--- config.mk ---
export PLATFORM = sky130hd
export DESIGN_NAME = uartrb_ring
export DESIGN_NICKNAME = d
export VERILOG_FILES = /design/src/rtl/core/uartrb_pkg.sv /design/src/rtl/core/uartrb_ring.sv
export SDC_FILE = /design/constraint.sdc
export NUM_CORES = 2
export LEC_CHECK = 0
export BUFFER_PORTS_ARGS = -buffer_cell sky130_fd_sc_hd__buf_4
export CAP_MARGIN = 10
export CORE_MARGIN = 8
export CORE_UTILIZATION = 35
export DETAILED_ROUTE_END_ITERATION = 8
export GPL_TIMING_DRIVEN = 1
export HOLD_SLACK_MARGIN = 0.1
export SYNTH_ARGS = -nofsm -noshare
export SYNTH_HDL_FRONTEND = slang
export SYNTH_SLANG_ARGS = --single-unit
--- constraint.sdc ---
create_clock -name clk -period 6.8 [get_ports clk]
set_clock_uncertainty 0.2 [all_clocks]
set_input_delay 0.34 -clock clk [delete_from_list [all_inputs] [get_ports clk]]
set_output_delay 0.34 -clock clk [all_outputs]
set_load 0.02 [all_outputs]
--- src/rtl/core/uartrb_pkg.sv ---
// shared types and constants for the dual serial-port ring buffers
`default_nettype none

package uartrb_pkg;

  localparam int RING_DEPTH_DEF = 128;
  localparam int PORT_COUNT_DEF = 2;

  typedef enum logic [1:0] {
    CMD_LINE_BYTE = 2'd0,
    CMD_HOST_GET  = 2'd1,
    CMD_HOST_PUT  = 2'd2,
    CMD_TX_READY  = 2'd3
  } cmd_t;

  typedef enum logic [1:0] {
    ST_OK    = 2'd0,
    ST_FULL  = 2'd1,
    ST_EMPTY = 2'd2
  } status_t;

  typedef struct packed {
    logic [1:0] command;
    logic       port;
    logic [7:0] data_byte;
  } in_item_t;

  typedef struct packed {
    logic [7:0] data_out;
    logic [1:0] status;
    logic [7:0] rx_count;
    logic [7:0] tx_count;
    logic       tx_irq_enable;
  } out_item_t;

  // request into one ring
  typedef struct packed {
    logic push;
    logic pop;
  } ring_req_t;

  // condition of the selected ring before the request
  typedef struct packed {
    logic full;
    logic empty;
  } ring_sta_t;

endpackage

`default_nettype wire

--- src/rtl/core/uartrb_ring.sv ---
// one ring per port in a shared byte memory, with per-port pointers and fill counts
`default_nettype none

module uartrb_ring import uartrb_pkg::*; #(
  parameter int RING_DEPTH = RING_DEPTH_DEF,
  parameter int PORT_COUNT = PORT_COUNT_DEF,
  localparam int PORT_W = (PORT_COUNT > 1) ? $clog2(PORT_COUNT) : 1,
  localparam int CNT_W  = $clog2(RING_DEPTH + 1)
) (
  input  wire logic              clk,
  input  wire logic              rst_n,
  input  wire logic [PORT_W-1:0] sel,
  input  wire ring_req_t         req,
  input  wire logic [7:0]        wdata,
  output      ring_sta_t         sta,
  output      logic [CNT_W-1:0]  fill_after,
  output      logic [7:0]        rdata
);

  localparam int PTR_W  = $clog2(RING_DEPTH);
  localparam int ADDR_W = $clog2(PORT_COUNT * RING_DEPTH);
  localparam logic [CNT_W-1:0]  DEPTH_CNT = CNT_W'(RING_DEPTH);
  localparam logic [PTR_W-1:0]  PTR_LAST  = PTR_W'(RING_DEPTH - 1);
  localparam logic [ADDR_W:0]   DEPTH_A   = (ADDR_W + 1)'(RING_DEPTH);

  logic [7:0]       store_r [PORT_COUNT * RING_DEPTH];
  logic [PTR_W-1:0] rp_r    [PORT_COUNT];
  logic [PTR_W-1:0] wp_r    [PORT_COUNT];
  logic [CNT_W-1:0] fill_r  [PORT_COUNT];
  logic [7:0]       rdata_r;

  logic [CNT_W-1:0]  cur_fill;
  logic [PTR_W-1:0]  cur_rp;
  logic [PTR_W-1:0]  cur_wp;
  logic [PTR_W-1:0]  rp_nxt;
  logic [PTR_W-1:0]  wp_nxt;
  logic              full;
  logic              empty;
  logic              push_ok;
  logic              pop_ok;
  logic [ADDR_W:0]   base;
  logic [ADDR_W-1:0] waddr;
  logic [ADDR_W-1:0] raddr;

  always_comb begin
    cur_fill   = fill_r[sel];
    cur_rp     = rp_r[sel];
    cur_wp     = wp_r[sel];
    full       = (cur_fill == DEPTH_CNT);
    empty      = (cur_fill == '0);
    push_ok    = req.push && !full;
    pop_ok     = req.pop && !empty;
    rp_nxt     = (cur_rp == PTR_LAST) ? '0 : cur_rp + 1'b1;
    wp_nxt     = (cur_wp == PTR_LAST) ? '0 : cur_wp + 1'b1;
    fill_after = cur_fill + CNT_W'(push_ok) - CNT_W'(pop_ok);
    base       = (ADDR_W + 1)'(sel) * DEPTH_A;
    waddr      = ADDR_W'(base + (ADDR_W + 1)'(cur_wp));
    raddr      = ADDR_W'(base + (ADDR_W + 1)'(cur_rp));
  end

  assign sta.full  = full;
  assign sta.empty = empty;
  assign rdata     = rdata_r;

  always_ff @(posedge clk) begin
    if (!rst_n) begin
      for (int i = 0; i < PORT_COUNT; i++) begin
        rp_r[i]   <= '0;
        wp_r[i]   <= '0;
        fill_r[i] <= '0;
      end
    end else begin
      if (push_ok) begin
        wp_r[sel] <= wp_nxt;
      end
      if (pop_ok) begin
        rp_r[sel] <= rp_nxt;
      end
      if (push_ok || pop_ok) begin
        fill_r[sel] <= fill_after;
      end
    end
  end

  // byte memory, registered read
  always_ff @(posedge clk) begin
    if (push_ok) begin
      store_r[waddr] <= wdata;
    end
    if (pop_ok) begin
      rdata_r <= store_r[raddr];
    end
  end

endmodule

`default_nettype wire

# Word-level counts from Yosys, hierarchy flattened
# Memory sizes are Yosys's and may differ from the RTL's. A register that Yosys moved wholly into a read port is not among the register bits.
# Cells that the tools add are included.
dict set report word_totals {
  reg_bits 0
  latchBits 0
  ram_bits 2092
  mem_bits_ro 0
  input_bits 13
  out_inout_bits 18
  word_cells 44
  mem_count 4
}
dict set report classes {
  n_addsub 6
  mul 0
  div 0
  magnitude_cmp 0
  eq_ne 3
  shifts 0
  mux 22
  bitwise 0
  n_reduce_logical 9
}
# memory words word_bits rd rd_ports_with_merged_regs wr line
set mem_list {}
lappend mem_list {store_r 256 8 1 1 1 uartrb_ring.sv:26} ;# logic [7:0] store_r [PORT_COUNT * RING_DEPTH];
lappend mem_list {fill_r 2 8 1 0 2 uartrb_ring.sv:29} ;# logic [CNT_W-1:0] fill_r [PORT_COUNT];
lappend mem_list {rp_r 2 7 1 0 2 uartrb_ring.sv:27} ;# logic [PTR_W-1:0] rp_r [PORT_COUNT];
lappend mem_list {wp_r 2 7 1 0 2 uartrb_ring.sv:28} ;# logic [PTR_W-1:0] wp_r [PORT_COUNT];
# op count
set ops {}
lappend ops {{2-to-1 mux 7 bit} 4}
lappend ops {{2-to-1 mux 1 bit} 17}
lappend ops {{adder 8 x 7 -> 8 bit} 2}
lappend ops {{adder 7 x 1 -> 7 bit (second input constant)} 2}
lappend ops {{equality test 7 bit (second input constant)} 2}
lappend ops {{OR reduction 7 bit} 2}
lappend ops {{adder 8 x 1 -> 8 bit} 1}
lappend ops {{equality test 8 bit (second input constant)} 1}
lappend ops {{logical NOT 8 bit} 1}
lappend ops {{2-to-1 mux 8 bit} 1}
lappend ops {{OR reduction 8 bit} 1}
lappend ops {{subtractor 8 x 1 -> 8 bit} 1}
lappend ops {{logical AND 1 bit} 2}
lappend ops {{logical NOT 1 bit} 2}
lappend ops {{logical OR 1 bit} 1}

# Depth between registers and ports, before layout
# An unclocked memory read counts as a cell.
dict set report depth {
  depth_word 10
  mapped_depth 25
  mapped_depth_nobuf 18
}

# Least setup slack after synthesis
# Ideal clock, no wire load.
dict set report synth_timing {
  path_type {input to output}
  start {input port sel}
  end {output port fill_after[6]}
  t_arrival_ps 4893
  required_time_ps 6260
  slack_ps 1367
  stages 24
  path_buffers 7
  path_cell_list {buf_6 -> buf_2 -> buf_2 -> buf_4 -> buf_1 -> buf_2 -> buf_1 -> mux2i_1 -> ha_1 -> nand2_1 -> nor3_1 -> nand2_1 -> and2_1 -> ha_1 -> inv_1 -> ha_1 -> fa_1 -> a21oi_1 -> o21bai_1 -> a21oi_1 -> nor2_1 -> nor2_1 -> xor2_1 -> inv_1}
}
dict set report synth_between {
  elab_chain_len 6
  elab_cells_between_ends 9
  cone_classes {add/sub (2); eq/ne (1); reduce/logical (5); memory (1)}
}
# item line
set synth_rtl {}
lappend synth_rtl {{start: declaration} uartrb_ring.sv:12} ;# input wire logic [PORT_W-1:0] sel,
lappend synth_rtl {{memory read (2 x 8 bit) (*)} --}
lappend synth_rtl {{equality test 8 bit} uartrb_ring.sv:49} ;# full = (cur_fill == DEPTH_CNT);
lappend synth_rtl {{logical NOT 1 bit} uartrb_ring.sv:51} ;# push_ok = req.push && !full;
lappend synth_rtl {{logical AND 1 bit} uartrb_ring.sv:51}
lappend synth_rtl {{adder 8 x 1 -> 8 bit} uartrb_ring.sv:55} ;# fill_after = cur_fill + CNT_W'(push_ok) - CNT_W'(pop_ok);
lappend synth_rtl {{subtractor 8 x 1 -> 8 bit (*)} uartrb_ring.sv:55}
lappend synth_rtl {{end: declaration} uartrb_ring.sv:16} ;# output logic [CNT_W-1:0] fill_after,
# Mark *: on every way between the ends. The rest lies on a longest branch, timed or not.

# Worst setup path in the final report
dict set report layout_timing {
  start {input port sel}
  end {register rdata_r[0], in the netlist rdata[0], read port of store_r, data pin}
}
dict set report layout_between {
  elab_chain_len 4
  elab_cells_between_ends 6
  cone_classes {add/sub (1); reduce/logical (3); memory (2)}
}
# item line
set layout_rtl {}
lappend layout_rtl {{branches (longest 4 deep; another with adder 8 x 7 -> 8 bit)} --}
lappend layout_rtl {{end: declaration} uartrb_ring.sv:30} ;# logic [7:0] rdata_r;
# Parallel ways; which one is timed is not known.

==> flow_summary_export.csv <==
group,metric,value,unit
status,status,"completed",
routing,wirelength,241,mm
power,p_leak,30.2,nW
cts,cts_root_buffer,"clkbuf_16",
routing,routed-via-count,50200,
die,num_io_pins,31,
grt,grt_max_degree,202,
critical_path,arrival,6250,ps
yosys,syn_avg_cell_area,14.7,µm²
power,peakVddDrop,296,µV
grt,antenna_found_initial,12,
power,power_frac_comb,8.9,%
power,internal_power,21.1,mW
yosys,yosysTopAreaCellShare,75.3,%
cts,cts_buffer_depth,3,
die,core_area,238000,µm²
yosys,yosys_warnings,0,
sta,finalSetupViolCount,0,
cts,cts_tree,"yes",
placed_design,hpwl,140,mm
cts,path_clk_slew,60,ps
power,p_sw,6.74,mW
die,row_count,179,
yosys,synth_most_common_cell,"edfxtp_1",
critical_path,critical_path_required,7190,ps
critical_path,critPathMaxFanout,79,
power,clkPwrFrac,39.5,%
sta,drv_slew,0,
yosys,synth_seq_area_share,75.3,%
die,dieArea,255000,µm²
sta,finalHoldViolCount,0,
placed_design,pre_cts_slack,742,ps
cells_and_area,area_growth_syn_to_layout,12.5,%
power,pwr_density_cell,295,nW/µm²
cts,htreeDepth,4,
cells_and_area,nets,5719,
yosys,synth_area_leaders,"edfxtp_1 75%, nand2_1 5.0%, mux2i_1 4.0%",
sta,fin_ws,942,ps
yosys,synth_nets,5725,
sta,timing.slew.headroom,3.62,%
critical_path,endpoint_kind,"flop",
grt,grt.overflow.total,0,
grt,track_usage,18.2,%
yosys,yosys.area.top_type,"edfxtp_1",
routing,wl_per_cell,26.7,µm
flow_run,cap_viol_max_count,0,
sta,min_period,5860,ps
sta,worst_pin_slew,1450,ps
power,swShare,24.2,%
min_path,worstHoldPathType,"input port to flop",
grt,grt_pass1_wl,347,mm
sta,max_freq,171,MHz
power,power_frac_seq,51.6,%
critical_path,startpoint_type,"input port",
placed_design,portBuffers,30,
cells_and_area,drive_gt1_share,9.34,%
sta,setup_tns,0,ps
sta,rsz0062_at_grt,"false",
routing,drc,0,
yosys,synth-main-ff-cell,"edfxtp_1",
die,initial_core_util,35.2,%
yosys,synth_edf_count,2100,
sta,fin_crit_sh,86.2,%
routing,drtPass1Iterations,6,
die,die_h,505,µm
yosys,syn_area,83800,µm²
yosys,synth_async_sr_flop_share,0,%
cts,numCtsBuffers,207,
yosys,synthTopCellsByCount,"2100 x edfxtp_1, 1125 x nand2_1, 484 x nand3_1, 346 x nor2_1, 332 x mux2i_1",
yosys,synthCells,5693,
yosys,synth_cell_types,64,
yosys,ys_ff_latch,2100,
cts,insertion_delay,870,ps
die,die_x,505,µm
critical_path,crit_type,"input port to flop",
routing,ant_nets,0,
cts,cts.sinks,2100,
routing,drt_first_iter_violations,6379,
cts,cts_resized,0,
placed_design,gp_congestion,0.829,
routing,drt-vias-per-instance,5.55,
grt,grt_pass1_vias,48400,
[metrics by stage]
step | instance area [µm²] | power, mW | util, % | hold slack, ps | cells
floorplan | 83800 | 16.0 | - | 239 | 5693
finish | 94200 | 27.8 | 39.6 | 375 | 9031
CTS | 94200 | 27.9 | 39.6 | 344 | 9026
global placement | 87600 | 17.1 | 36.8 | 515 | 8632
global route | 94200 | 28.6 | 39.6 | 369 | 9027
detailed placement | 87700 | 17.1 | 36.9 | 516 | 8633
[layout by cell type (no fill, tap or decap), types with 25 or more instances in the layout]
master	netlist	final
edfxtp_1	2100	2100
nand2_1	1125	1113
nand3_1	484	484
nor2_1	346	342
mux2i_1	332	330
clkbuf_16	0	209
a21oi_1	189	188
buf_4	40	112
a31oi_1	102	102
mux4_2	91	91
o221ai_1	73	73
nor3_1	66	66
clkinv_1	0	56
clkbuf_1	195	54
o22ai_1	49	49
o21ai_0	36	34
clkinv_2	0	34
inv_1	31	31
a2111oi_0	31	31
a32o_1	26	25
a311oi_1	25	25
[registers in the layout, indices dropped and copies added (netlist names)]
register,flops
store_r,2048
fill_r,16
rdata,8
wp_r,14
rp_r,14
[final timing paths]
path	start	endpoint	slack, ps	cells past startpoint
max	sel	rdata[0]	940	12
min	wdata[1]	store_r[77][1]	380	2
max reg2reg	rp_r[1][1]	rdata[0]	1520	9
min reg2reg	wp_r[0][2]	wp_r[0][2]	540	2
[per-layer routing]
metal / track usage [%] / up-vias / wire, µm / share of wire, %
met5: 0 / - / 29 / 0.012
met1: 25.1 / 25600 / 99200 / 41
met2: 28.2 / 2558 / 110000 / 46
li1: - / 21600 / - / -
met3: 4.04 / 442 / 22600 / 9.4
met4: 7.02 / 4 / 9360 / 3.9
[logic make-up after synthesis]
logic type / count (synthesis) / share of synthesized area (%)
DFF: 2100 / 75.3
and+or+nand+nor: 2097 / 10.5
buffers and inverters: 404 / 2.15
muxes: 432 / 6.57
adders and majority gates: 19 / 0.293
AOI/OAI and AO/OA: 626 / 5.07
xor gates and xnor gates: 15 / 0.157
[worst max-delay path: stages]
cell	delay, ps
dlygate4sd3_1	530
buf_4	530
buf_4	480
mux2i_4	190
inv_8	460
buf_4	770
mux4_2	430
a2111oi_0	990
nor3_1	220
a21oi_1	510
a21oi_1	300
mux2_2	330
[final cells by class]
type | instances | area (µm²)
fillers | 21700 | 144000
inverters | 33 | 148
clock inverters | 118 | 1010
flip-flops and latches | 2100 | 63100
well taps | 3167 | 3960
multi-input cells | 3189 | 19000
repair buffers | 156 | 1560
clock buffers | 263 | 5430
diodes | 5 | 12.5
[power by group through the flow]
stage	logic [mW]	clock network, mW	registers [mW]
global placement	2.44	0	14.6
floorplan	1.37	0	14.6
detailed placement	2.46	0	14.6
CTS	2.47	11.1	14.4
global route	2.63	11.6	14.4
finish	2.48	11.0	14.4
[timing repair]
item	CTS	global route
endpoints found under the hold margin	692	0
setup buffers	0	0
hold buffers	12	0
Note: power is estimated with default switching activity, not from simulation.
